==> config.mk <==
export PLATFORM = sky130hd
export DESIGN_NAME = circular_queue_with_listing
export DESIGN_NICKNAME = d
export VERILOG_FILES = /design/src/hw/rtl/cqwl_pkg.sv /design/src/hw/rtl/cqwl_ctrl.sv /design/src/hw/rtl/cqwl_dp.sv /design/src/hw/rtl/circular_queue_with_listing.sv
export SDC_FILE = /design/constraint.sdc
export NUM_CORES = 1
export LEC_CHECK = 0
export BUFFER_PORTS_ARGS = -buffer_cell sky130_fd_sc_hd__buf_2
export CORE_MARGIN = 2
export CORE_UTILIZATION = 68
export CTS_BUF_LIST = sky130_fd_sc_hd__clkbuf_8
export DETAILED_ROUTE_END_ITERATION = 10
export GPL_TIMING_DRIVEN = 1
export HOLD_SLACK_MARGIN = 0.05
export MAX_ROUTING_LAYER = met4
export PLACE_DENSITY = 0.94
export REMOVE_ABC_BUFFERS = 1
export SLEW_MARGIN = 20
export SYNTH_ARGS = -nofsm -noshare
export SYNTH_HDL_FRONTEND = slang
export SYNTH_SLANG_ARGS = --single-unit
==> constraint.sdc <==
create_clock -name i_clk -period 10.9 [get_ports i_clk]
set_input_delay 2.18 -clock i_clk [delete_from_list [all_inputs] [get_ports i_clk]]
set_output_delay 2.18 -clock i_clk [all_outputs]
set_load 0.01 [all_outputs]
==> src/hw/rtl/cqwl_pkg.sv <==
// Package for the circular queue with listing.
// Holds the queue depth, operation and status codes, control structs and slot helpers.
// Used by the controller, the datapath and the top level.
`timescale 1ns / 1ps

package cqwl_pkg;

    localparam int DEPTH = 8;
    localparam int PTR_W = (DEPTH > 1) ? $clog2(DEPTH) : 1;
    localparam int WORD_W = 32;
    localparam int SLOT_W = 3;

    localparam logic [1:0] MODE_LIST = 2'd0;
    localparam logic [1:0] MODE_ENQ  = 2'd1;
    localparam logic [1:0] MODE_DEQ  = 2'd2;

    localparam logic [1:0] ST_OK        = 2'd0;
    localparam logic [1:0] ST_OVERFLOW  = 2'd1;
    localparam logic [1:0] ST_UNDERFLOW = 2'd2;
    localparam logic [1:0] ST_EMPTY     = 2'd3;

    typedef logic [PTR_W-1:0] t_ptr;

    // Commands from the controller to the datapath.
    typedef struct packed {
        logic capture;    // latch the request fields
        logic exec;       // carry out the captured request
        logic list_load;  // start a listing walk at the head
        logic list_step;  // emit one listed entry and advance
    } t_cmd;

    // Status from the datapath to the controller.
    typedef struct packed {
        logic [1:0] mode;
        logic       empty;
        logic       list_fin;
    } t_stat;

    function automatic t_ptr next_slot(input t_ptr s);
        return (s == t_ptr'(DEPTH - 1)) ? '0 : t_ptr'(s + 1'b1);
    endfunction

    // Low bits of a slot pointer, zero-extended when the pointer is narrow.
    function automatic logic [SLOT_W-1:0] to_slot(input t_ptr s);
        logic [PTR_W+SLOT_W-1:0] e;
        e = {{SLOT_W{1'b0}}, s};
        return e[SLOT_W-1:0];
    endfunction

endpackage

==> src/hw/rtl/cqwl_ctrl.sv <==
// Controller state machine of the circular queue with listing.
// Sequences capture, execution and the listing walk; depends on cqwl_pkg.
`timescale 1ns / 1ps

module cqwl_ctrl (
    input  logic           i_clk,
    input  logic           i_rst_n,
    input  logic           start,
    output logic           busy,
    input  cqwl_pkg::t_stat i_stat,
    output cqwl_pkg::t_cmd  o_cmd
);

    localparam logic [1:0] S_IDLE = 2'd0;
    localparam logic [1:0] S_EXEC = 2'd1;
    localparam logic [1:0] S_LIST = 2'd2;

    logic [1:0] r_state;
    logic [1:0] n_state;

    always_ff @(posedge i_clk) begin
        if (!i_rst_n) begin
            r_state <= S_IDLE;
        end else begin
            r_state <= n_state;
        end
    end

    always_comb begin
        n_state = r_state;
        o_cmd   = '0;
        case (r_state)
            S_IDLE: begin
                if (start) begin
                    o_cmd.capture = 1'b1;
                    n_state       = S_EXEC;
                end
            end
            S_EXEC: begin
                o_cmd.exec = 1'b1;
                if (i_stat.mode == cqwl_pkg::MODE_LIST && !i_stat.empty) begin
                    o_cmd.list_load = 1'b1;
                    n_state         = S_LIST;
                end else begin
                    n_state = S_IDLE;
                end
            end
            S_LIST: begin
                o_cmd.list_step = 1'b1;
                if (i_stat.list_fin) begin
                    n_state = S_IDLE;
                end
            end
            default: begin
                n_state = S_IDLE;
            end
        endcase
    end

    assign busy = (r_state != S_IDLE);

endmodule

==> src/hw/rtl/cqwl_dp.sv <==
// Datapath of the circular queue with listing: entry memory, head and tail
// pointers, empty flag, listing pointer and result registers. Depends on cqwl_pkg.
`timescale 1ns / 1ps

module cqwl_dp (
    input  logic                                 i_clk,
    input  logic                                 i_rst_n,
    input  logic [1:0]                           i_mode,
    input  logic signed [cqwl_pkg::WORD_W-1:0]   i_push_value,
    input  cqwl_pkg::t_cmd                       i_cmd,
    output cqwl_pkg::t_stat                      o_stat,
    output logic                                 o_strobe,
    output logic [1:0]                           o_status,
    output logic signed [cqwl_pkg::WORD_W-1:0]   o_value,
    output logic [cqwl_pkg::SLOT_W-1:0]          o_slot_index,
    output logic                                 o_last
);

    logic [cqwl_pkg::WORD_W-1:0] mem [cqwl_pkg::DEPTH];

    logic [1:0]                  r_mode;
    logic [cqwl_pkg::WORD_W-1:0] r_word;
    cqwl_pkg::t_ptr              r_head;
    cqwl_pkg::t_ptr              r_tail;
    logic                        r_empty;
    cqwl_pkg::t_ptr              r_ptr;
    logic [cqwl_pkg::WORD_W-1:0] r_rd_data;

    logic                        r_strobe;
    logic [1:0]                  r_status;
    logic [cqwl_pkg::WORD_W-1:0] r_value;
    logic [cqwl_pkg::SLOT_W-1:0] r_slot;
    logic                        r_last;

    cqwl_pkg::t_ptr              tail_next;
    cqwl_pkg::t_ptr              rd_addr;
    logic                        full;
    logic                        wr_en;
    cqwl_pkg::t_ptr              wr_addr;

    assign tail_next = cqwl_pkg::next_slot(r_tail);
    assign full      = !r_empty && (tail_next == r_head);
    assign rd_addr   = i_cmd.list_step ? cqwl_pkg::next_slot(r_ptr) : r_head;

    always_comb begin
        wr_en   = 1'b0;
        wr_addr = tail_next;
        if (i_cmd.exec && r_mode == cqwl_pkg::MODE_ENQ) begin
            if (r_empty) begin
                wr_en   = 1'b1;
                wr_addr = '0;
            end else if (!full) begin
                wr_en = 1'b1;
            end
        end
    end

    // The read port is registered; the head entry is ready in the cycle after
    // the request is taken, and each listing step prefetches the next slot.
    always_ff @(posedge i_clk) begin
        if (wr_en) begin
            mem[wr_addr] <= r_word;
        end
        r_rd_data <= mem[rd_addr];
    end

    always_ff @(posedge i_clk) begin
        if (i_cmd.capture) begin
            r_mode <= i_mode;
            r_word <= i_push_value;
        end
        if (i_cmd.list_load) begin
            r_ptr <= r_head;
        end else if (i_cmd.list_step) begin
            r_ptr <= cqwl_pkg::next_slot(r_ptr);
        end
    end

    always_ff @(posedge i_clk) begin
        if (!i_rst_n) begin
            r_head   <= '0;
            r_tail   <= '0;
            r_empty  <= 1'b1;
            r_strobe <= 1'b0;
        end else begin
            r_strobe <= 1'b0;
            if (i_cmd.exec) begin
                case (r_mode)
                    cqwl_pkg::MODE_ENQ: begin
                        r_strobe <= 1'b1;
                        r_last   <= 1'b1;
                        if (r_empty) begin
                            r_head   <= '0;
                            r_tail   <= '0;
                            r_empty  <= 1'b0;
                            r_status <= cqwl_pkg::ST_OK;
                            r_value  <= r_word;
                            r_slot   <= '0;
                        end else if (full) begin
                            r_status <= cqwl_pkg::ST_OVERFLOW;
                            r_value  <= '0;
                            r_slot   <= '0;
                        end else begin
                            r_tail   <= tail_next;
                            r_status <= cqwl_pkg::ST_OK;
                            r_value  <= r_word;
                            r_slot   <= cqwl_pkg::to_slot(tail_next);
                        end
                    end
                    cqwl_pkg::MODE_DEQ: begin
                        r_strobe <= 1'b1;
                        r_last   <= 1'b1;
                        if (r_empty) begin
                            r_status <= cqwl_pkg::ST_UNDERFLOW;
                            r_value  <= '0;
                            r_slot   <= '0;
                        end else begin
                            r_status <= cqwl_pkg::ST_OK;
                            r_value  <= r_rd_data;
                            r_slot   <= cqwl_pkg::to_slot(r_head);
                            if (r_head == r_tail) begin
                                r_head  <= '0;
                                r_tail  <= '0;
                                r_empty <= 1'b1;
                            end else begin
                                r_head <= cqwl_pkg::next_slot(r_head);
                            end
                        end
                    end
                    cqwl_pkg::MODE_LIST: begin
                        // A non-empty queue is walked in the listing state.
                        if (r_empty) begin
                            r_strobe <= 1'b1;
                            r_last   <= 1'b1;
                            r_status <= cqwl_pkg::ST_EMPTY;
                            r_value  <= '0;
                            r_slot   <= '0;
                        end
                    end
                    default: begin
                    end
                endcase
            end else if (i_cmd.list_step) begin
                r_strobe <= 1'b1;
                r_status <= cqwl_pkg::ST_OK;
                r_value  <= r_rd_data;
                r_slot   <= cqwl_pkg::to_slot(r_ptr);
                r_last   <= (r_ptr == r_tail);
            end
        end
    end

    assign o_stat.mode     = r_mode;
    assign o_stat.empty    = r_empty;
    assign o_stat.list_fin = (r_ptr == r_tail);

    assign o_strobe     = r_strobe;
    assign o_status     = r_status;
    assign o_value      = $signed(r_value);
    assign o_slot_index = r_slot;
    assign o_last       = r_last;

endmodule

==> src/hw/rtl/circular_queue_with_listing.sv <==
// Circular queue of signed 32-bit words with enqueue, dequeue and listing.
// Enqueue and dequeue: result strobed after the execute state; busy for one cycle.
// List: first result follows the execute state and first listing step, then one per stored
// entry on consecutive cycles, paced by the single registered read port of the memory.
// Synchronous active-low reset empties the queue; entry contents are not cleared.
// Results are shown for one cycle on o_strobe and cannot be stalled.
`timescale 1ns / 1ps

module circular_queue_with_listing (
    input  logic                               i_clk,
    input  logic                               i_rst_n,
    input  logic                               start,
    output logic                               busy,
    input  logic [1:0]                         i_mode,
    input  logic signed [cqwl_pkg::WORD_W-1:0] i_push_value,
    output logic                               o_strobe,
    output logic [1:0]                         o_status,
    output logic signed [cqwl_pkg::WORD_W-1:0] o_value,
    output logic [cqwl_pkg::SLOT_W-1:0]        o_slot_index,
    output logic                               o_last
);

    cqwl_pkg::t_cmd  cmd;
    cqwl_pkg::t_stat stat;

    cqwl_ctrl u_ctrl (
        .i_clk   (i_clk),
        .i_rst_n (i_rst_n),
        .start   (start),
        .busy    (busy),
        .i_stat  (stat),
        .o_cmd   (cmd)
    );

    cqwl_dp u_dp (
        .i_clk        (i_clk),
        .i_rst_n      (i_rst_n),
        .i_mode       (i_mode),
        .i_push_value (i_push_value),
        .i_cmd        (cmd),
        .o_stat       (stat),
        .o_strobe     (o_strobe),
        .o_status     (o_status),
        .o_value      (o_value),
        .o_slot_index (o_slot_index),
        .o_last       (o_last)
    );

endmodule

# Word-level counts from Yosys, hierarchy flattened
# Memory sizes are Yosys's and may differ from the RTL's. A register that Yosys moved wholly into a read port is not among the register bits.
# Cells that the tools add are included.
# totals
ff_bits,85
ram_bits,256
input_bits,37
output_inout_bits,40
wordCells,113
n_memories,1
# mem_list
memory,depth,word_bits,rd,rd_clocked_by_memory_dff,write_ports,line,text
u_dp.mem,8,32,1,1,1,cqwl_dp.sv:19,logic [cqwl_pkg::WORD_W-1:0] mem [cqwl_pkg::DEPTH];
# op_classes
add_sub_neg,3
n_eq_ne,18
n_mux,62
reduce_logical,17
# ops
op,count
32-bit 2-to-1 mux,6
32-bit one-hot mux with 3 select lines,1
3-bit 2-to-1 mux,20
1-bit 2-to-1 mux,18
2-bit 2-to-1 mux,9
2-bit one-hot mux with 3 select lines,2
3-bit one-hot mux with 2 select lines,2
"3-bit by 1-bit adder with 3-bit output, second input constant",3
3-bit == test,3
"3-bit == test, second input constant",3
3-bit one-hot mux with 3 select lines,1
4-bit AND reduction,2
2-bit nonzero test,4
"2-bit != test, second input constant",3
"3-bit != test, second input constant",2
1-bit one-hot mux with 2 select lines,3
5-bit AND reduction,1
"2-bit by 1-bit == test with 1-bit output, second input constant",2
"2-bit == test, second input constant",2
2-bit logical NOT,2
"4-bit != test, second input constant",1
2-bit AND reduction,2
1-bit logical AND,3
"3-bit by 2-bit != test with 1-bit output, second input constant",1
other kinds (4),4

# Longest topological paths before layout
# logic_depth
ltp_word,9
ltp_mapped,8
mapped_depth_nobuf,6

# Cells and area by module
# A second synthesis with hierarchy kept.
# unflattened
cells_unflattened,720
area_unflattened_um2,14034.7
# by_module_without_submodules
module,instances,cells_per_inst,area_each_um2,seq_area_each_um2
cqwl_dp,1,709,13927.1,10740.3
cqwl_ctrl,1,11,107.6,40.0

# Least setup slack after synthesis
# No wires, ideal clock.
# synth_timing
kind,register to register
startpoint,register u_dp.r_tail[0]
endpoint,memory u_dp.mem[1][0] (netlist bit) (enable)
setup_ns,0.594
arrival_time_ns,6.426
t_required_ns,10.306
path_slack_ns,3.880
path_stages_with_launch,7
path_buffers,1
path_cell_list,dfxtp_1 -> ha_1 -> ha_1 -> buf_2 -> xor2_1 -> nor3_2 -> a2111oi_0
# synth_via
elab_chain_len,9
word_cells_on_any_way,12
classes_between,add/sub (1); eq/ne (2); mux (8); reduce/logical (1)
# synth_rtl
item,line,text
from (decl),cqwl_dp.sv:24,cqwl_pkg::t_ptr r_tail;
from (signal assigned),cqwl_dp.sv:104,r_tail <= tail_next;
3-bit by 1-bit adder with 3-bit output or 3-bit == test (tied branches),cqwl_pkg.sv:40,return (s == t_ptr'(DEPTH - 1)) ? '0 : t_ptr'(s + 1'b1);
3-bit 2-to-1 mux *,cqwl_pkg.sv:40,
3-bit == test,cqwl_dp.sv:42,assign full = !r_empty && (tail_next == r_head);
1-bit logical AND,cqwl_dp.sv:42,
1-bit 2-to-1 mux,cqwl_dp.sv:52,end else if (!full) begin
1-bit 2-to-1 mux,cqwl_dp.sv:49,if (r_empty) begin
1-bit 2-to-1 mux,cqwl_dp.sv:48,if (i_cmd.exec && r_mode == cqwl_pkg::MODE_ENQ) begin
1-bit 2-to-1 mux,cqwl_dp.sv:61,if (wr_en) begin
1-bit 2-to-1 mux (implied by the code),cqwl_dp.sv:62,mem[wr_addr] <= r_word;
to (decl),cqwl_dp.sv:19,
# Mark *: on every way between the ends. The rest lies on a longest branch, timed or not.

# Worst setup path in the final report
# layout_timing
startpoint,register u_ctrl.r_state[1]
endpoint,output busy
# layout_via
elab_chain_len,1
# layout_rtl
item,line,text
from (decl),cqwl_ctrl.sv:18,logic [1:0] r_state;
from (signal assigned),cqwl_ctrl.sv:25,r_state <= n_state;
2-bit nonzero test,cqwl_ctrl.sv:60,assign busy = (r_state != S_IDLE);
to (decl),circular_queue_with_listing.sv:13,"output logic busy,"
# Every way passes these cells.

==> summary.md <==
| Metric | Value |
|---|---|
| Slew HR | 23.93% |
| Count of cell types in the netlist | 45 |
| I/O Pins | 77 |
| Clock network fraction of total power | 39.5% |
| DR pass1 iterations | 7 |
| Comb pwr share | 2.7% |
| Hold Vio Cnt, Final | 0 |
| Die Wd | 148.2 um |
| Fin util | 78.88% |
| Leak | 5.784 nW |
| Final number of max-transition violations | 0 |
| Top cell by count, worst path | inv_1 |
| # H-tree levels | 2 |
| Antenna violations before repair | 0 |
| Power Density | 173.4 mW/mm^2 |
| Layout cells sized above 1 | 27.41% |
| Worst setup margin | 7.274 ns |
| Die area | 0.02197 mm^2 |
| Post-synth EDFFs | 331 |
| Minimum hold slack | 0.5301 ns |
| Clk sinks | 373 |
| Via count | 7061 |
| Critical path class | reg2out |
| Row Count | 52 |
| Int Power | 2.192 mW |
| Hold-fix buffers, CTS | 0 |
| GRT Residual Overflow | 0 |
| DR vias/cell | 6.472 |
| Critical path fanouts, max | 3 |
| DRT antenna net count | 0 |
| CP Capture Type | primary output |
| Buf/Inv on CP | 3 |
| CP cell instances | inv_1 -> ha_1 -> inv_1 -> buf_2 |
| Main synth FF type | edfxtp_1 |
| Sequential element share of the synthesized area | 76.21% |
| Die height | 148.2 um |
| Initial Utilization | 69.69% |
| CP top delay family | flip-flops |
| Switch share | 21.06% |
| First-pass GRT wire length | 43300 um |
| Synth warn | 0 |
| Clock-pin slew on the worst setup and hold paths | 0.06 ns |
| CTS tree | done |
| Crit-path slowest cell | dfxtp_1 |
| Core region area | 0.02030 mm^2 |
| Setup TNS | 0 ns |
| Average size of a mapped cell | 21.47 um^2 |
| Hold endpoint | u_dp.o_value[24] |
| Placed cell count | 989 |
| Launch point of the worst reg-to-reg path | u_dp.r_tail[0] |
| DR WL/cell | 26.32 um |
| Total GRT Usage | 27.86% |
| Cell area after synthesis | 0.01415 mm^2 |
| Largest net degree at the start of global routing | 65 |
| IR drop worst, VDD | 176.7 uV |
| R2r setup slk | 7.43 ns |
| HP Start | u_dp.r_rd_data[24] |
| Count of final setup violators | 0 |
| Critical Path Start Type | flip-flop |
| Fin nets | 825 |
| Detailed Place HPWL | 15600 um |
| Fin crit share | 33.27% |
| Skew-Pair Late Insertion Delay | 0.58 ns |
| Seq pwr share | 57.8% |
| Switch Pwr | 0.5849 mW |
| Placed cell areas | 0.01493 mm^2 |
| CP Launch Point | u_ctrl.r_state[1] |
| Min cycle time layout | 3.626 ns |
| Slowest Stage Delay on Critical Path | 0.37 ns |
| Worst-Margin Slew | 1.141 ns |
| Fmax | 275.8 MHz |
| Post-cts resize count | 0 |
| Maxcap violations | 0 |
| Vias in the first global route | 7522 |
| Drt drc | 0 |
| IO buf count | 76 |
| Pre-CTS WS | 7.345 ns |
| Register bit total from synthesis | 373 |
| Worst reg2reg path depth | 7 |
| Routability cong. | 0.8937 |
| Root Buffer | clkbuf_8 |
| Layout area overhead | 13.19% |
| CTS Buffer Depth | 3 |
| Clock buffer count from CTS | 54 |
| Ys async rst share | 0% |
| DRT Wirelength | 28720 um |
| RSZ-0062 raised after global routing | no |
| Total power | 2.777 mW |
| Design area | 0.01601 mm^2 |
| Min-Delay Path Class | reg2reg |
| Most common cell after layout, fill and taps aside | edfxtp_1 |
| Post-Syn Instances | 659 |
| Clock Skews | 0.03813 ns |
| Most frequent cells in the layout | 331 x edfxtp_1, 76 x buf_2, 60 x clkbuf_8 |
| Outcome | completed |
| Antenna cells | 0 |
| Postcts setup bufs | 0 |
| CP Data Required Time | 8.72 ns |
| R2R Path End | u_dp.mem[3][23] |
| Hold path depth | 1 |
| Initial DRC count | 744 |
| WP data arrival | 1.45 ns |
| CP Depth | 4 |
| Non-Filler Instances | 1091 |
-- synth_stat cells, drive strengths merged (2+ instances only) --
cell | number | area (um^2)
a2111oi | 2 | 23.77
and2 | 2 | 12.51
mux2i | 7 | 73.82
inv | 10 | 37.54
a31oi | 4 | 25.02
mux4 | 64 | 1652
xnor2 | 7 | 61.31
nor2 | 17 | 63.81
xor2 | 2 | 17.52
ha | 13 | 162.7
a22o | 35 | 306.5
a21o | 3 | 22.52
mux2 | 34 | 382.9
dfxtp | 42 | 840.8
a22oi | 3 | 22.52
a211oi | 2 | 20.02
nand3b | 3 | 22.52
buf | 21 | 157.7
a211o | 2 | 17.52
nand2 | 10 | 37.54
a21oi | 6 | 30.03
nor3 | 4 | 25.02
clkbuf | 10 | 37.54
o21ai | 5 | 25.02
nand3 | 7 | 35.03
and3b | 2 | 17.52
edfxtp | 331 | 9940
and3 | 2 | 12.51
-- worst reg2reg max path: cells and delay by family (launching register included) --
family	cells	cell delay (ns)
buffers and inverters	1	0.54
flip-flops	1	0.37
AO/OA/AOI/OAI	1	0.45
adder cells (fa/ha/maj)	2	0.74
AND/OR/NAND/NOR	2	0.66
XOR/XNOR	1	0.31
-- layer usage --
| layer | part of all wire [%] | wire (um) | GRT usage (%) |
|---|---|---|---|
| met5 | 0 | 0 | - |
| met4 | 4.5 | 1289 | 13.90 |
| met3 | 8.1 | 2325 | 5.123 |
| met2 | 51 | 14610 | 44.86 |
| met1 | 37 | 10490 | 34.79 |
-- cell type report --
| class | instances | area, um^2 |
|---|---|---|
| clock buffers | 60 | 825.8 |
| clock inverters | 42 | 260.3 |
| fillers | 989 | 4288 |
| inverters | 10 | 37.54 |
| multi-input cells | 245 | 3257 |
| flip-flops and latches | 373 | 10780 |
| well taps | 270 | 337.8 |
| repair buffers | 91 | 513.0 |
-- cells by family after synthesis --
| family | synth area share [%] |
|---|---|
| flip-flops | 76.21 |
| XOR/XNOR | 0.5573 |
| AND/OR/NAND/NOR | 1.822 |
| buffers and inverters | 1.645 |
| multiplexers | 14.90 |
| adder cells (fa/ha/maj) | 1.150 |
| AO/OA/AOI/OAI | 3.715 |
-- worst max-delay path by stage --
stage,endpoint
floorplan,u_dp.mem[1][0]
global placement,u_dp.o_value[20]
detailed placement,u_dp.o_value[20]
CTS,busy
global route,busy
finish,busy
-- sequential cells by signal (all words and copies together) (netlist names) --
signal,count
u_ctrl.r_state,2
u_dp.r_ptr,3
u_dp.o_slot_index,3
u_dp.r_mode,2
u_dp.o_status,2
u_dp.r_empty,1
u_dp.o_strobe,1
u_dp.mem,256
u_dp.r_head,3
u_dp.r_tail,3
u_dp.r_rd_data,32
u_dp.o_value,32
u_dp.r_word,32
u_dp.o_last,1
-- power groups by stage --
stage               sequential [mW]  combinational, mW  clock, mW
floorplan                      1.63             0.0352          0
global placement               1.63             0.0679          0
detailed placement             1.64             0.0725          0
CTS                            1.61             0.0738       1.11
global route                   1.61             0.0787       1.17
finish                         1.61             0.0744       1.10
(Power assumes the default switching activity.)
